## config.mk

```make
export PLATFORM = sky130hd
export DESIGN_NAME = fpq_div_stage
export DESIGN_NICKNAME = d
export VERILOG_FILES = /design/src/hw/rtl/fixed_point_q24_8_alu_assert.svh /design/src/hw/rtl/fpq_pkg.sv /design/src/hw/rtl/fpq_div_stage.sv
export SDC_FILE = /design/constraint.sdc
export NUM_CORES = 1
export LEC_CHECK = 0
export BUFFER_PORTS_ARGS = -buffer_cell sky130_fd_sc_hd__buf_2
export CAP_MARGIN = 20
export CELL_PAD_IN_SITES_DETAIL_PLACEMENT = 1
export CELL_PAD_IN_SITES_GLOBAL_PLACEMENT = 1
export CORE_ASPECT_RATIO = 0.75
export CORE_MARGIN = 2
export CORE_UTILIZATION = 44
export DETAILED_ROUTE_END_ITERATION = 7
export PLACE_DENSITY_LB_ADDON = 0.25
export SLEW_MARGIN = 15
export SYNTH_ARGS = -nofsm -noshare
export SYNTH_HDL_FRONTEND = slang
export SYNTH_SLANG_ARGS = --single-unit
```

## constraint.sdc

```tcl
create_clock -name vclk -period 43.7
set_clock_uncertainty 0.1 [all_clocks]
set_input_delay 6.555 -clock vclk [all_inputs]
set_output_delay 6.555 -clock vclk [all_outputs]
set_load 0.05 [all_outputs]
```

## src/hw/rtl/fixed_point_q24_8_alu_assert.svh

```systemverilog
// Assertion macros used by the fixed-point ALU RTL.
`ifndef FIXED_POINT_Q24_8_ALU_ASSERT_SVH
`define FIXED_POINT_Q24_8_ALU_ASSERT_SVH

// Same-cycle implication, checked out of reset.
`define FPQ_ASSERT_NOW(lbl, ante, cons) \
  lbl: assert property (@(posedge clk) disable iff (!rst_n) (ante) |-> (cons)) \
    else $error("fixed-point ALU check failed");

// Next-cycle implication, checked out of reset.
`define FPQ_ASSERT_NEXT(lbl, ante, cons) \
  lbl: assert property (@(posedge clk) disable iff (!rst_n) (ante) |=> (cons)) \
    else $error("fixed-point ALU check failed");

`endif

```

## src/hw/rtl/fpq_pkg.sv

```systemverilog
// Shared constants, types and the saturation function of the fixed-point ALU.
package fpq_pkg;

  localparam int WORD_BITS   = 32;
  localparam int FRAC_BITS   = 8;
  localparam int NUM_W       = WORD_BITS + FRAC_BITS;
  localparam int DIV_STEPS   = 8;
  localparam int DIV_STAGES  = (NUM_W + DIV_STEPS - 1) / DIV_STEPS;
  localparam int QUO_W       = DIV_STAGES * DIV_STEPS;
  localparam int PROD_W      = 2 * WORD_BITS;
  localparam int MAG_W       = (PROD_W > QUO_W + 1) ? PROD_W : QUO_W + 1;
  localparam int IN_TDATA_W  = ((2 * WORD_BITS + 7) / 8) * 8;
  localparam int OUT_TDATA_W = ((WORD_BITS + 3 + 7) / 8) * 8;

  typedef enum logic [3:0] {
    OP_ADD = 4'd0, OP_SUB = 4'd1, OP_MUL = 4'd2, OP_DIV = 4'd3,
    OP_LT = 4'd4, OP_GT = 4'd5, OP_LE = 4'd6, OP_GE = 4'd7,
    OP_EQ = 4'd8, OP_NE = 4'd9, OP_MIN = 4'd10, OP_MAX = 4'd11,
    OP_INC = 4'd12, OP_DEC = 4'd13, OP_FROM_INT = 4'd14, OP_TO_INT = 4'd15
  } opcode_t;

  typedef enum logic [1:0] {
    ST_OK  = 2'd0,
    ST_OVF = 2'd1,
    ST_DZ  = 2'd2
  } status_t;

  typedef struct packed {
    opcode_t              op;
    logic [WORD_BITS-1:0] simple;
    logic                 flag;
    logic                 neg;
    logic                 dz;
    logic [WORD_BITS-1:0] dvsr;
  } side_t;

  typedef struct packed {
    logic [WORD_BITS-1:0] rem;
    logic [QUO_W-1:0]     num;
    logic [QUO_W-1:0]     quo;
  } div_t;

  typedef struct packed {
    status_t              st;
    logic [WORD_BITS-1:0] val;
  } sat_t;

  // Applies the sign to a magnitude and clamps it to the word range.
  function automatic sat_t saturate(logic [MAG_W-1:0] m, logic neg);
    logic [MAG_W-1:0]     limit;
    logic [WORD_BITS-1:0] low;
    sat_t                 r;
    limit = neg ? (MAG_W'(1) << (WORD_BITS - 1)) : ((MAG_W'(1) << (WORD_BITS - 1)) - MAG_W'(1));
    low   = m[WORD_BITS-1:0];
    if (m > limit) begin
      r.st  = ST_OVF;
      r.val = neg ? {1'b1, {(WORD_BITS-1){1'b0}}} : {1'b0, {(WORD_BITS-1){1'b1}}};
    end else begin
      r.st  = ST_OK;
      r.val = neg ? (WORD_BITS'(0) - low) : low;
    end
    return r;
  endfunction

endpackage

```

## src/hw/rtl/fpq_div_stage.sv

```systemverilog
// A group of restoring division steps, one quotient bit per step.
module fpq_div_stage (
  input  fpq_pkg::div_t                  din,
  input  logic [fpq_pkg::WORD_BITS-1:0]  dvsr,
  output fpq_pkg::div_t                  dout
);

  always_comb begin
    fpq_pkg::div_t              st;
    logic [fpq_pkg::WORD_BITS:0] r2;
    st = din;
    for (int i = 0; i < fpq_pkg::DIV_STEPS; i++) begin
      r2     = {st.rem, st.num[fpq_pkg::QUO_W-1]};
      st.num = st.num << 1;
      st.quo = st.quo << 1;
      if (r2 >= {1'b0, dvsr}) begin
        r2        = r2 - {1'b0, dvsr};
        st.quo[0] = 1'b1;
      end
      st.rem = r2[fpq_pkg::WORD_BITS-1:0];
    end
    dout = st;
  end

endmodule

```

==> reports/qor.yml <==
status: "completed"
wl_mm: 58.1
synth-xor-area-share_pct: 10.9
grt_pass1_vias: 16600
core_um2: 36900
avgSynthCellArea_um2: 7.35
die_width_um: 227
dieHeight_um: 171
stdcell_count: 2760
ff_latch_area_um2: 0
yosysWarnings: 0
critPathTopFamily: "compound AO/OA/AOI/OAI gates"
drtIter0Drc: 1238
period_minus_slack_ps: 41950
diodes: 0
syn2layout_area_growth_pct: 4.09
seq_area_frac_synth_pct: 0
vias: 16800
dp_cells: 2753
gr-usage-all-layers_pct: 28.9
place_congestion: 0.939
ios: 256
synth_area_leaders: "ha_1 20%, xnor2_1 7.2%, mux2_2 6.7%"
multi_input_area_um2: 15200
rows: 61
hold_viol: 0
max_freq_mhz: 23.8
ant_nets: 0
detailed_place_hpwl_mm: 49.3
max_stage_delay_ps: 540
finalSetupTns_ps: 0
worstPathMaxFanout: 33
critPathLaunchType: "input port"
rsz0062_at_grt: "no"
grt_max_degree: 34
nClkBuffers: 0
crit_buf_inv: 16
drive_gt1_share_pct: 15.3
fillCellCount: 4732
syn_inst: 2227
dieArea_um2: 38800
synth_compound_area_share_pct: 28.5
synthMuxAreaShare_pct: 13.5
drc: 0
synthDistinctLibCells: 98
hold_path.class: "in2out"
wl_per_cell_um: 21.1
grt_overflow_total: 0
drv_cap: 0
min_period_over_period_pct: 96.0
via_per_inst: 6.10
worstSetupPathType: "in2out"
seq_cells: 0
synth_top_family_by_area: "compound AO/OA/AOI/OAI gates"
required_ps: 37050
yosys.area_share.simple_pct: 18.8
nets: 2666
relSlewSlack_pct: 34.1
antenna_found_initial: 0
yosysTopAreaCell: "ha_1"
synth_fa_ha_area_share_pct: 20.6
cp.arrival_ps: 35290
dr.pass1.iters: 5
synth_top_cell_area_share_pct: 19.6
synth_area_um2: 16400
grt_pass1_wl_mm: 90.8
tightest_slew_ps: 980
holdBufCountCts: 0
cp-end-kind: "output port"
slew_violations: 0
cp_slowest_cell: "nor4b_1"
final-setup-viol-count: 0
initial_core_util_pct: 44.4
portBuffers: 112
-- worst paths after layout --
check                from  endpoint  slack [ps]  depth (start not counted)
hold / removal     din[2]  dout[10]       13010                          0
setup / recovery  dvsr[1]  dout[93]        1750                        117
-- through the flow --
stage	hold WS [ps]	utilization (%)	setup slack, ps	area, um^2
after floorplan	13180	-	6660	16400
after global placement	13010	46.0	2170	16900
after detailed placement	13010	46.0	1330	16900
after CTS	13010	46.0	1170	16900
after global routing	13010	46.2	23.8	17000
final	13010	46.2	1750	17000
-- synthesized netlist by cell type (all sizes together), types with 7 or more instances --
master   instances
a31oi           16
nor3            36
nor2           175
or3             20
ha             256
fa               8
nor4            10
inv            128
mux2           164
o21ai          155
o211ai          25
o21bai          24
a21boi          19
and3            14
a21o            87
clkbuf          17
o21a            40
a21oi          214
nand2          171
a31o             9
xnor2          135
buf             96
or2             11
nand2b          45
a211o            7
xor2            68
and2            16
nand3           44
a211oi          22
o2111ai          9
o31ai            8
nor2b           31
nand4           33
o211a            8
mux2i           18
-- placed cells by master, fill, tap and decap left out, types with 86 or more instances in the layout --
master | synthesis | final
ha_1 | 256 | 256
buf_2 | 10 | 111
o21ai_0 | 146 | 143
mux2_2 | 97 | 97
inv_1 | 124 | 123
nor2_1 | 171 | 171
a21o_1 | 87 | 86
nand2_1 | 169 | 169
xnor2_1 | 135 | 135
a21oi_1 | 212 | 211
-- final cells by class --
| type | count | area share (%) |
|---|---|---|
| timing repair buffer | 133 | 4.40 |
| inverter | 128 | 2.84 |
| tap | 504 | 3.70 |
| multi-input combinational | 1995 | 89.1 |
-- kinds of logic (layout without fill, tap and decap cells) --
| group | count (synthesis) | count (layout) |
|---|---|---|
| AOI/OAI and AO/OA | 706 | 706 |
| and+or+nand+nor | 630 | 632 |
| adders and majority gates | 264 | 264 |
| buffers and inverters | 241 | 261 |
| xor gates and xnor gates | 203 | 203 |
| muxes | 182 | 182 |
| other | 1 | 8 |
-- layer usage --
metal,track usage (%),wire length (um)
met4,2.15,420
met1,44.3,30200
met2,46.2,25000
met5,0,0
met3,0.962,2530
-- repair_timing --
action | in CTS | in global routing
resized for setup | 0 | 12
buffers inserted | 0 | 5
setup endpoints to repair | 0 | 33
Power is left out: the tool's default activity adds up to more than one toggle a clock period on the data nets, which glitch-free logic cannot reach.
