==> config.mk <==
export PLATFORM = sky130hd
export DESIGN_NAME = fpq_finish
export DESIGN_NICKNAME = d
export VERILOG_FILES = /design/src/hw/rtl/fixed_point_q24_8_alu_assert.svh /design/src/hw/rtl/fpq_pkg.sv /design/src/hw/rtl/fpq_finish.sv
export SDC_FILE = /design/constraint.sdc
export NUM_CORES = 1
export LEC_CHECK = 0
export BUFFER_PORTS_ARGS = -buffer_cell sky130_fd_sc_hd__buf_2
export CAP_MARGIN = 0
export CORE_MARGIN = 2
export CORE_UTILIZATION = 40
export DETAILED_ROUTE_END_ITERATION = 16
export PLACE_DENSITY = 0.77
export SETUP_SLACK_MARGIN = 0.15
export SLEW_MARGIN = 10
export SYNTH_ARGS = -nofsm -noshare
export SYNTH_HDL_FRONTEND = slang
export SYNTH_SLANG_ARGS = --single-unit
==> constraint.sdc <==
create_clock -name vclk -period 6.5
set_input_delay 0.65 -clock vclk [all_inputs]
set_output_delay 0.65 -clock vclk [all_outputs]
set_load 0.005 [all_outputs]
==> src/hw/rtl/fixed_point_q24_8_alu_assert.svh <==
// Assertion macros used by the fixed-point ALU RTL.
`ifndef FIXED_POINT_Q24_8_ALU_ASSERT_SVH
`define FIXED_POINT_Q24_8_ALU_ASSERT_SVH

// Same-cycle implication, checked out of reset.
`define FPQ_ASSERT_NOW(lbl, ante, cons) \
  lbl: assert property (@(posedge clk) disable iff (!rst_n) (ante) |-> (cons)) \
    else $error("fixed-point ALU check failed");

// Next-cycle implication, checked out of reset.
`define FPQ_ASSERT_NEXT(lbl, ante, cons) \
  lbl: assert property (@(posedge clk) disable iff (!rst_n) (ante) |=> (cons)) \
    else $error("fixed-point ALU check failed");

`endif

==> src/hw/rtl/fpq_pkg.sv <==
// Shared constants, types and the saturation function of the fixed-point ALU.
package fpq_pkg;

  localparam int WORD_BITS   = 32;
  localparam int FRAC_BITS   = 8;
  localparam int NUM_W       = WORD_BITS + FRAC_BITS;
  localparam int DIV_STEPS   = 8;
  localparam int DIV_STAGES  = (NUM_W + DIV_STEPS - 1) / DIV_STEPS;
  localparam int QUO_W       = DIV_STAGES * DIV_STEPS;
  localparam int PROD_W      = 2 * WORD_BITS;
  localparam int MAG_W       = (PROD_W > QUO_W + 1) ? PROD_W : QUO_W + 1;
  localparam int IN_TDATA_W  = ((2 * WORD_BITS + 7) / 8) * 8;
  localparam int OUT_TDATA_W = ((WORD_BITS + 3 + 7) / 8) * 8;

  typedef enum logic [3:0] {
    OP_ADD = 4'd0, OP_SUB = 4'd1, OP_MUL = 4'd2, OP_DIV = 4'd3,
    OP_LT = 4'd4, OP_GT = 4'd5, OP_LE = 4'd6, OP_GE = 4'd7,
    OP_EQ = 4'd8, OP_NE = 4'd9, OP_MIN = 4'd10, OP_MAX = 4'd11,
    OP_INC = 4'd12, OP_DEC = 4'd13, OP_FROM_INT = 4'd14, OP_TO_INT = 4'd15
  } opcode_t;

  typedef enum logic [1:0] {
    ST_OK  = 2'd0,
    ST_OVF = 2'd1,
    ST_DZ  = 2'd2
  } status_t;

  typedef struct packed {
    opcode_t              op;
    logic [WORD_BITS-1:0] simple;
    logic                 flag;
    logic                 neg;
    logic                 dz;
    logic [WORD_BITS-1:0] dvsr;
  } side_t;

  typedef struct packed {
    logic [WORD_BITS-1:0] rem;
    logic [QUO_W-1:0]     num;
    logic [QUO_W-1:0]     quo;
  } div_t;

  typedef struct packed {
    status_t              st;
    logic [WORD_BITS-1:0] val;
  } sat_t;

  // Applies the sign to a magnitude and clamps it to the word range.
  function automatic sat_t saturate(logic [MAG_W-1:0] m, logic neg);
    logic [MAG_W-1:0]     limit;
    logic [WORD_BITS-1:0] low;
    sat_t                 r;
    limit = neg ? (MAG_W'(1) << (WORD_BITS - 1)) : ((MAG_W'(1) << (WORD_BITS - 1)) - MAG_W'(1));
    low   = m[WORD_BITS-1:0];
    if (m > limit) begin
      r.st  = ST_OVF;
      r.val = neg ? {1'b1, {(WORD_BITS-1){1'b0}}} : {1'b0, {(WORD_BITS-1){1'b1}}};
    end else begin
      r.st  = ST_OK;
      r.val = neg ? (WORD_BITS'(0) - low) : low;
    end
    return r;
  endfunction

endpackage

==> src/hw/rtl/fpq_finish.sv <==
// Final stage logic: rounding and saturation of mul and div, result selection.
module fpq_finish (
  input  fpq_pkg::side_t                 side,
  input  logic [fpq_pkg::PROD_W-1:0]     prod,
  input  fpq_pkg::div_t                  dv,
  output logic [fpq_pkg::WORD_BITS-1:0]  result,
  output logic                           flag,
  output fpq_pkg::status_t               status
);

  logic [fpq_pkg::PROD_W-1:0] prod_rnd;
  logic [fpq_pkg::MAG_W-1:0]  mul_mag, div_mag;
  logic                       div_up;
  fpq_pkg::sat_t              mul_sat, div_sat;

  assign prod_rnd = prod + (fpq_pkg::PROD_W'(1) << (fpq_pkg::FRAC_BITS - 1));
  assign mul_mag  = fpq_pkg::MAG_W'(prod_rnd >> fpq_pkg::FRAC_BITS);
  // Round away from zero when twice the remainder reaches the divisor.
  assign div_up   = {dv.rem, 1'b0} >= {1'b0, side.dvsr};
  assign div_mag  = fpq_pkg::MAG_W'(dv.quo) + fpq_pkg::MAG_W'(div_up);
  assign mul_sat  = fpq_pkg::saturate(mul_mag, side.neg);
  assign div_sat  = fpq_pkg::saturate(div_mag, side.neg);

  always_comb begin
    result = side.simple;
    flag   = side.flag;
    status = fpq_pkg::ST_OK;
    unique case (side.op)
      fpq_pkg::OP_MUL: begin
        result = mul_sat.val;
        status = mul_sat.st;
      end
      fpq_pkg::OP_DIV: begin
        if (side.dz) begin
          result = '0;
          status = fpq_pkg::ST_DZ;
        end else begin
          result = div_sat.val;
          status = div_sat.st;
        end
      end
      default: begin
        result = side.simple;
      end
    endcase
  end

endmodule

==> results.txt <==
By area, the combinational part of the netlist is dominated by simple AND/OR/NAND/NOR gates. The total routing resource utilization after global routing was 0.271; the number of buffers inserted by hold repair at cts was 0. Following the worst setup path forward leads to its endpoint at result[23]. Tracing the worst setup path back leads to its startpoint at side[1]. For this run, the number of Yosys warnings is 0. The switching power total is 0.307 mW. The run gives 0 as the number of antenna violations at the first check in global routing. The checks that failed: setup timing. The fraction of the yosys area taken by sequential cells was 0; the area taken by flip-flops and latches was 0 µm². Portion of total power attributed to combinational logic: 1.000. Counting stages on the worst path, the most repeated cell is sky130_fd_sc_hd__o21a_1. For this design the static power due to leakage is 4.99 nW. The total routed wirelength is 30200 µm, and the via count of the first global-routing pass is 10400. Across all layers, the routed design uses 11000 vias.

Type of the most critical hold path: input pin to primary output. Row generation in the floorplan step produced 52 rows. In this run the remaining antenna-violating nets after routing total 0. The flow ran to the end, but the final reports show violations. The tools report the capturing element type of the critical path as a primary output. The critical path is of the input pin to primary output type.

The relative slew slack is 0.383, and the area share of and/or/nand/nor cells after synthesis is 0.358. After the last flow step, the layout net total stands at 1923. The area fraction in compound gates after synthesis works out to 0.287. When the netlist entered floorplanning its net count stood at 1618. In this run the worst path has a maximum fanout of 5. The transition at the pin with the smallest max-transition slack is 0.925 ns, and the synthesized-area fraction occupied by xor and xnor cells is 0.0713. In the routed design, unresolved DRC markers number 0.

The portion of the clock cycle consumed by the worst path in the final layout works out to 1.07. The largest vdd supply drop is 0.0279 mV. Setup repair after global routing could not meet its margin everywhere.

The cell depth of the worst hold path works out to 0. The synthesized area divided by synthesized cell count was 6.38 µm²; the first-pass iteration count of the detailed router was 6. Netlist area before placement: 8110 µm².

0 antenna diodes ended up in the layout. The first routing iteration left 796 violations. On the critical path, the stage with the largest delay is an instance of sky130_fd_sc_hd__or4_4. The number of I/O port buffers works out to 233. Endpoint arrival time on the critical path: 6.28 ns. The number of pins exceeding their max-slew limit in the final report was 0. The number of distinct library cell variants in the gate-level netlist after synthesis was 77; the cell area power density was 50.0 nW/µm². In the finished layout, the clock tree contains a buffer count of 0. For the power share of the sequential group, the log shows 0. Clock share of power: 0. For the internal power, the log shows 0.240 mW.

The maximum cell stage delay along the critical path is 0.52 ns, and the layout overhead on the synthesized area is 34.9%. The global-route wire length before repair was 49600 µm; the total I/O pin count was 282. The die extent in y came out at 146 µm. The fraction of layout cells with a size suffix above 1 works out to 0.307.

The synthesized-area fraction occupied by adder cells was 0.154; the detailed placer's ending HPWL was 24600 µm. The logs give 0 for the count of flip-flops and latches and 5.85 ns for the required time at the worst-slack endpoint. The category of the worst setup path launch point was an input pin. The run gives 88 as the largest net degree at the start of global routing. The final period demand of the worst path is 6.93 ns, and the routed wirelength normalized by instance count is 16.4 µm.

Summing all placed instances gives a cell area of 10300 µm². The die is 146 µm wide. Counting every instance in the synthesized netlist gives 1271.

Across the run, the number of max-cap violations was 0. Routability-driven placement finished with a final weighted congestion of 0.962. The worst path setup slack after routing came out at -0.435 ns. Global routing finished with a remaining overflow of 0. The tools report the starting density of the core as 0.404. The proportion of total power due to net switching is 0.562. Mux cell area share after synthesis: 0.0411.

The logs give 10900 µm² for the post-route standard cell area excluding fillers and 21400 µm² for the total die area. The floorplan step defined a core boundary enclosing 20000 µm². The tools report the number of hold violations in the final report as 0. Setup violations remaining at the end of the flow were counted as 33. Final hold analysis gives a worst-case slack of 1.30 ns. The average vias per placed instance came out at 5.99. The run gives 144 MHz as the maximum frequency from static timing analysis.
==> power by group through the flow <==
stage / Sequential, mW / Combinational, mW / Clock, mW
6_report: 0 / 0.546 / 0
5_1_grt: 0 / 0.611 / 0
4_1_cts: 0 / 0.528 / 0
3_5_place_dp: 0 / 0.512 / 0
3_3_place_gp: 0 / 0.496 / 0
2_1_floorplan: 0 / 0.295 / 0
==> layer usage <==
layer,track usage,share of wire
met1,0.344,0.41
met2,0.478,0.48
met3,0.0334,0.076
met4,0.0811,0.032
met5,0,0
==> how the worst min path moves through the flow <==
| stage | start | end | slack [ns] |
|---|---|---|---|
| after detailed placement | side[34] | flag | 1.30 |
| final | side[34] | flag | 1.30 |
| after global routing | side[34] | flag | 1.30 |
| after floorplan | side[34] | flag | 1.38 |
| after global placement | side[34] | flag | 1.30 |
| after CTS | side[34] | flag | 1.30 |
==> cells in the mapped netlist, drive strengths merged (11+ instances only) <==
cell type,n,area (µm²)
nand2,135,507
xnor2,32,280
a21o,24,180
ha,100,1250
and3,21,131
nor4,35,246
or3,13,81.3
o21a,11,82.6
a21oi,123,616
buf,28,173
inv,107,402
xor2,34,298
nor2,75,282
clkbuf,36,138
a211oi,14,105
nand3,86,430
and4,14,123
o211ai,34,255
mux2i,22,220
nand4,57,414
o21ai,74,370
nor3,43,253
==> layout make-up <==
cell class | count | area (µm²)
fillers | 1999 | 9100
multi-input cells | 1100 | 7860
repair buffers | 367 | 2320
inverters | 107 | 414
well taps | 270 | 338
==> repair_timing <==
action                     in CTS  in global routing
gates resized for setup        87                 34
setup buffers                   8                  6
cloned                          3                  0
pin swaps                      48                 29
setup endpoints to repair      33                 33
==> through the flow <==
stage	total power, mW	util	setup WS (ns)	std cells	setup TNS, ns
2_1_floorplan	0.295	-	0.0535	1271	0
3_3_place_gp	0.496	0.516	-0.504	1827	-12.61
3_5_place_dp	0.512	0.516	-0.676	1827	-18.39
4_1_cts	0.528	0.536	-0.498	1838	-13.23
5_1_grt	0.611	0.546	-0.791	1844	-22.18
6_report	0.546	0.546	-0.435	1844	-12.00
==> layout by cell type, fill, tap and decap left out, types with 33 or more instances in the layout <==
master,count
sky130_fd_sc_hd__nand2_1,130
sky130_fd_sc_hd__ha_1,94
sky130_fd_sc_hd__o211ai_1,34
sky130_fd_sc_hd__inv_1,102
sky130_fd_sc_hd__a21oi_1,101
sky130_fd_sc_hd__nand3_1,86
sky130_fd_sc_hd__buf_4,121
sky130_fd_sc_hd__o21ai_0,41
sky130_fd_sc_hd__buf_2,230
sky130_fd_sc_hd__nor3_1,33
sky130_fd_sc_hd__nor2_1,66
sky130_fd_sc_hd__nand4_1,52
==> cells by family (layout without fill, tap and decap cells) <==
group / Yosys count / count (layout)
and+or+nand+nor: 540 / 540
AOI/OAI and AO/OA: 362 / 362
buffers and inverters: 171 / 474
adders and majority gates: 100 / 100
xor gates and xnor gates: 66 / 66
muxes: 32 / 32
==> critical path: cells and delay by family <==
kind	cells	cell delay (ns)
buffers and inverters	8	0.94
adders and majority gates	4	0.74
AOI/OAI and AO/OA	14	2.05
and+or+nand+nor	10	1.73
xor gates and xnor gates	1	0.19
No activity file was read; power rests on OpenSTA's default activity.
