==> src/hw/rtl/fixed_point_q24_8_alu_assert.svh <==
// Assertion macros used by the fixed-point ALU RTL.
`ifndef FIXED_POINT_Q24_8_ALU_ASSERT_SVH
`define FIXED_POINT_Q24_8_ALU_ASSERT_SVH

// Same-cycle implication, checked out of reset.
`define FPQ_ASSERT_NOW(lbl, ante, cons) \
  lbl: assert property (@(posedge clk) disable iff (!rst_n) (ante) |-> (cons)) \
    else $error("fixed-point ALU check failed");

// Next-cycle implication, checked out of reset.
`define FPQ_ASSERT_NEXT(lbl, ante, cons) \
  lbl: assert property (@(posedge clk) disable iff (!rst_n) (ante) |=> (cons)) \
    else $error("fixed-point ALU check failed");

`endif

==> src/hw/rtl/fpq_pkg.sv <==
// Shared constants, types and the saturation function of the fixed-point ALU.
package fpq_pkg;

  localparam int WORD_BITS   = 32;
  localparam int FRAC_BITS   = 8;
  localparam int NUM_W       = WORD_BITS + FRAC_BITS;
  localparam int DIV_STEPS   = 8;
  localparam int DIV_STAGES  = (NUM_W + DIV_STEPS - 1) / DIV_STEPS;
  localparam int QUO_W       = DIV_STAGES * DIV_STEPS;
  localparam int PROD_W      = 2 * WORD_BITS;
  localparam int MAG_W       = (PROD_W > QUO_W + 1) ? PROD_W : QUO_W + 1;
  localparam int IN_TDATA_W  = ((2 * WORD_BITS + 7) / 8) * 8;
  localparam int OUT_TDATA_W = ((WORD_BITS + 3 + 7) / 8) * 8;

  typedef enum logic [3:0] {
    OP_ADD = 4'd0, OP_SUB = 4'd1, OP_MUL = 4'd2, OP_DIV = 4'd3,
    OP_LT = 4'd4, OP_GT = 4'd5, OP_LE = 4'd6, OP_GE = 4'd7,
    OP_EQ = 4'd8, OP_NE = 4'd9, OP_MIN = 4'd10, OP_MAX = 4'd11,
    OP_INC = 4'd12, OP_DEC = 4'd13, OP_FROM_INT = 4'd14, OP_TO_INT = 4'd15
  } opcode_t;

  typedef enum logic [1:0] {
    ST_OK  = 2'd0,
    ST_OVF = 2'd1,
    ST_DZ  = 2'd2
  } status_t;

  typedef struct packed {
    opcode_t              op;
    logic [WORD_BITS-1:0] simple;
    logic                 flag;
    logic                 neg;
    logic                 dz;
    logic [WORD_BITS-1:0] dvsr;
  } side_t;

  typedef struct packed {
    logic [WORD_BITS-1:0] rem;
    logic [QUO_W-1:0]     num;
    logic [QUO_W-1:0]     quo;
  } div_t;

  typedef struct packed {
    status_t              st;
    logic [WORD_BITS-1:0] val;
  } sat_t;

  // Applies the sign to a magnitude and clamps it to the word range.
  function automatic sat_t saturate(logic [MAG_W-1:0] m, logic neg);
    logic [MAG_W-1:0]     limit;
    logic [WORD_BITS-1:0] low;
    sat_t                 r;
    limit = neg ? (MAG_W'(1) << (WORD_BITS - 1)) : ((MAG_W'(1) << (WORD_BITS - 1)) - MAG_W'(1));
    low   = m[WORD_BITS-1:0];
    if (m > limit) begin
      r.st  = ST_OVF;
      r.val = neg ? {1'b1, {(WORD_BITS-1){1'b0}}} : {1'b0, {(WORD_BITS-1){1'b1}}};
    end else begin
      r.st  = ST_OK;
      r.val = neg ? (WORD_BITS'(0) - low) : low;
    end
    return r;
  endfunction

endpackage

==> src/hw/rtl/fpq_front.sv <==
// Entry stage logic: magnitudes, signs and all operations other than mul and div.
module fpq_front (
  input  fpq_pkg::opcode_t                  op,
  input  logic [fpq_pkg::WORD_BITS-1:0]     a_value,
  input  logic [fpq_pkg::WORD_BITS-1:0]     b_value,
  output fpq_pkg::side_t                    side,
  output logic [fpq_pkg::WORD_BITS-1:0]     mag_a
);

  logic lt_ab, lt_ba;

  assign lt_ab = $signed(a_value) < $signed(b_value);
  assign lt_ba = $signed(b_value) < $signed(a_value);
  assign mag_a = a_value[fpq_pkg::WORD_BITS-1] ? (fpq_pkg::WORD_BITS'(0) - a_value) : a_value;

  always_comb begin
    side.op     = op;
    side.simple = '0;
    side.flag   = 1'b0;
    side.neg    = a_value[fpq_pkg::WORD_BITS-1] ^ b_value[fpq_pkg::WORD_BITS-1];
    side.dvsr   = b_value[fpq_pkg::WORD_BITS-1] ? (fpq_pkg::WORD_BITS'(0) - b_value) : b_value;
    side.dz     = (b_value == '0);
    unique case (op)
      fpq_pkg::OP_ADD:      side.simple = a_value + b_value;
      fpq_pkg::OP_SUB:      side.simple = a_value - b_value;
      fpq_pkg::OP_LT:       side.flag   = lt_ab;
      fpq_pkg::OP_GT:       side.flag   = lt_ba;
      fpq_pkg::OP_LE:       side.flag   = !lt_ba;
      fpq_pkg::OP_GE:       side.flag   = !lt_ab;
      fpq_pkg::OP_EQ:       side.flag   = (a_value == b_value);
      fpq_pkg::OP_NE:       side.flag   = (a_value != b_value);
      fpq_pkg::OP_MIN:      side.simple = lt_ab ? a_value : b_value;
      fpq_pkg::OP_MAX:      side.simple = lt_ba ? a_value : b_value;
      fpq_pkg::OP_INC:      side.simple = a_value + fpq_pkg::WORD_BITS'(1);
      fpq_pkg::OP_DEC:      side.simple = a_value - fpq_pkg::WORD_BITS'(1);
      fpq_pkg::OP_FROM_INT: side.simple = a_value << fpq_pkg::FRAC_BITS;
      fpq_pkg::OP_TO_INT:   side.simple = $signed(a_value) >>> fpq_pkg::FRAC_BITS;
      default:              side.simple = '0;
    endcase
  end

endmodule

==> config.mk <==
export PLATFORM = sky130hd
export DESIGN_NAME = fpq_front
export DESIGN_NICKNAME = d
export VERILOG_FILES = /design/src/hw/rtl/fixed_point_q24_8_alu_assert.svh /design/src/hw/rtl/fpq_pkg.sv /design/src/hw/rtl/fpq_front.sv
export SDC_FILE = /design/constraint.sdc
export NUM_CORES = 1
export LEC_CHECK = 0
export ABC_AREA = 0
export CAP_MARGIN = 20
export CORE_MARGIN = 4
export CORE_UTILIZATION = 26
export DETAILED_ROUTE_END_ITERATION = 8
export DONT_BUFFER_PORTS = 1
export SETUP_SLACK_MARGIN = 0.2
export SLEW_MARGIN = 20
export SYNTH_ARGS = -nofsm -noshare
export SYNTH_HDL_FRONTEND = slang
export SYNTH_SLANG_ARGS = --single-unit
==> constraint.sdc <==
create_clock -name vclk -period 7.7
set_clock_uncertainty 0.1 [all_clocks]
set_input_delay 0.77 -clock vclk [all_inputs]
set_output_delay 0.77 -clock vclk [all_outputs]
set_load 0.005 [all_outputs]
==> results.yml <==
status:
  status: "completed"
sta:
  tightest_slew_ns: 1.175
  fin_crit_sh_pct: 89.05
  timing.final.crit_period_ns: 6.857
  maxSlewViolCount: 0
  fmax_ghz: 0.1458
  finalSetupViolCount: 0
  rsz0062_at_grt: "false"
  hold_violations: 0
  slew_headroom_pct: 21.45
  tns_ns: 0
finish:
  antenna_cells: 0
  drive_above_1_share_pct: 3.656
  areaGrowthSynthToFinish_pct: 4.173
  fin_util_pct: 27.37
  final_area_um2: 8090
  n_clock_buffer: 0
  fin_nets: 1266
  nFlopsAndLatches: 0
  regArea_um2: 0
floorplan:
  initial_core_util_pct: 26.27
  die_height_um: 180.8
  dieArea_um2: 32700
  core_um2: 29560
  pin_count: 171
  die_w_um: 180.8
  fp-row-count: 63
logic_synthesis:
  synth.distinct_cells: 65
  syn_inst: 1159
  ys_warn_count: 0
  syn_nets: 1329
  syn_area_um2: 7766
  ys_seq_area_share_pct: 0
  syn-mean-instance-area_um2: 6.701
global_routing:
  top_usage_layer: "met2"
  grt_max_degree: 36
  gr-total-overflow: 0
  gr-usage-met2_pct: 33.43
  use_met1_pct: 27.75
  grt_pass1_vias: 8415
  met3_usage_pct: 4.671
  antenna_found_initial: 0
  grt_pass1_wl_mm: 53.89
  grt_use_total_pct: 20.79
worst_setup_path:
  worst-setup-path-type: "in -> out"
  arrival_ns: 5.99
  critPathRequiredTime_ns: 6.83
  end_kind: "output port"
  startpoint_type: "primary input"
  cp_max_fo: 8
power:
  finalPower_uw: 654.4
  combPwrFrac_pct: 100.0
  clkPwrFrac_pct: 0
  peakVddDrop_mv: 0.02132
  power_density_nw_per_um2: 80.89
  switching_share_pct: 60.35
  p_int_uw: 259.4
  p_sw_uw: 394.9
  p_leak_nw: 3.360
  seq_power_share_pct: 0
place:
  hpwl_mm: 28.80
  port_buffers: 0
  dpl_cell_area_um2: 8074
  gp_congestion: 0.9612
drt:
  vias: 8974
  drt-wirelength-per-cell_um: 24.74
  avgViaCountPerCell: 6.047
  drt_iter0_drc: 1167
  drtPass1Iterations: 6
  routed_wirelength_mm: 36.72
  drtAntennaViolNets: 0
  drc_errors: 0
worst_hold_path:
  min_delay_worst_endpoint: "side[67]"
  holdPathStages: 0
  min_from: "op[0]"
  hp-class: "in -> out"
flow_run:
  cap_viol_max_count: 0
clocking:
  hold_buffers: 0
[cell usage after synthesis, drive strengths merged (4+ instances only)]
cell type	instances	area [um2]
xor2	16	140.1
and4	5	43.79
nand3	26	130.1
a221o	5	50.05
nand4	17	106.4
o21ai	71	355.3
o31ai	14	105.1
a211oi	8	65.06
ha	100	1251
a21o	40	300.3
o211ai	10	75.07
inv	80	300.3
o41ai	4	35.03
o221ai	13	113.9
nor4	7	58.81
o22ai	8	50.05
o21bai	12	90.09
or3	20	135.1
nor2	69	259.0
o21a	6	45.04
or4	9	75.07
a222oi	15	150.1
a21boi	4	30.03
a21oi	127	639.4
a31oi	9	56.30
xnor2	122	1069
nor3	26	130.1
nand2	90	337.8
nor2b	11	68.82
and3	5	31.28
a22oi	13	97.59
a41oi	4	35.03
a211o	7	61.31
mux2i	41	410.4
or2	5	31.28
clkbuf	69	259.0
nand2b	22	145.1
buf	9	60.05
a221oi	8	70.07
[cell usage in the layout (no fill, tap or decap), types with 10 or more instances in the layout]
master / netlist / layout
xnor2_1: 122 / 122
nor2b_1: 11 / 11
ha_1: 100 / 100
o31ai_1: 14 / 14
nor3_1: 26 / 25
nand2b_1: 21 / 21
inv_1: 80 / 80
o221ai_1: 13 / 13
a22oi_1: 13 / 13
a21o_1: 40 / 40
o211ai_1: 10 / 10
mux2i_1: 41 / 40
or3_1: 18 / 18
o21bai_1: 12 / 12
xor2_1: 16 / 16
nand2_1: 90 / 90
buf_4: 6 / 12
o21ai_0: 71 / 71
nor2_1: 69 / 66
nand4_1: 17 / 17
a21oi_1: 126 / 124
a222oi_1: 15 / 15
nand3_1: 26 / 26
[through the flow]
stage / hold WS, ns / instances / setup slack (ns)
2_1_floorplan: 1.474 / 1159 / 1.566
3_3_place_gp: 1.440 / 1483 / 0.8269
3_5_place_dp: 1.440 / 1483 / 0.6534
4_1_cts: 1.440 / 1483 / 0.6463
5_1_grt: 1.440 / 1484 / 0.3129
6_report: 1.440 / 1484 / 0.8435
[how the worst max path moves through the flow]
stage	start	to	depth (start not counted)
6_report	b_value[1]	side[65]	19
5_1_grt	b_value[1]	side[65]	19
4_1_cts	b_value[1]	side[65]	19
3_5_place_dp	b_value[1]	side[65]	19
3_3_place_gp	b_value[1]	side[65]	19
2_1_floorplan	b_value[1]	side[65]	20
[layout make-up]
| cell class | count | area (um2) |
|---|---|---|
| fillers | 3274 | 21470 |
| multi-input cells | 1000 | 7197 |
| well taps | 390 | 488.0 |
| inverters | 81 | 304.0 |
| repair buffers | 13 | 101.3 |
[cells by family (layout without fill, tap and decap cells)]
group / after synthesis / count (layout) / share of synthesized area (%)
compound gates: 392 / 392 / 32.83
xor+xnor: 138 / 138 / 15.56
fa+ha+maj: 102 / 102 / 16.63
buf+inv: 159 / 94 / 8.023
mux: 44 / 44 / 5.719
simple gates: 324 / 324 / 21.23
[worst max-delay path, cell delays in order]
cell and delay, ns:
inv_1 0.15, ha_1 0.26, or3b_2 0.53, nand4b_1 0.33, nand2b_1 0.33, or3_1 0.45
or3_1 0.41, nor3_2 0.35, nand2_1 0.16, xnor2_1 0.17, a21oi_1 0.09, ha_1 0.39
and3_1 0.26, a311oi_1 0.43, mux2i_1 0.13, a221oi_1 0.28, o221ai_1 0.16, a21oi_1 0.16
nand4_1 0.17
[what timing repair did]
action / 4_1_cts / 5_1_grt
buffers inserted: 0 / 0
gates resized for setup: 0 / 1
endpoints found under the setup margin: 0 / 1
[layer usage]
metal	up-vias	wire (um)
li1	4103	-
met1	4269	15310
met2	507	16270
met3	95	3652
met4	0	1489
met5	-	0
[power by group through the flow]
stage / registers, mW / clock network [mW] / logic (mW)
2_1_floorplan: 0 / 0 / 0.501
3_3_place_gp: 0 / 0 / 0.636
3_5_place_dp: 0 / 0 / 0.637
4_1_cts: 0 / 0 / 0.641
5_1_grt: 0 / 0 / 0.709
6_report: 0 / 0 / 0.654
Power figures use the tool's default switching activity.
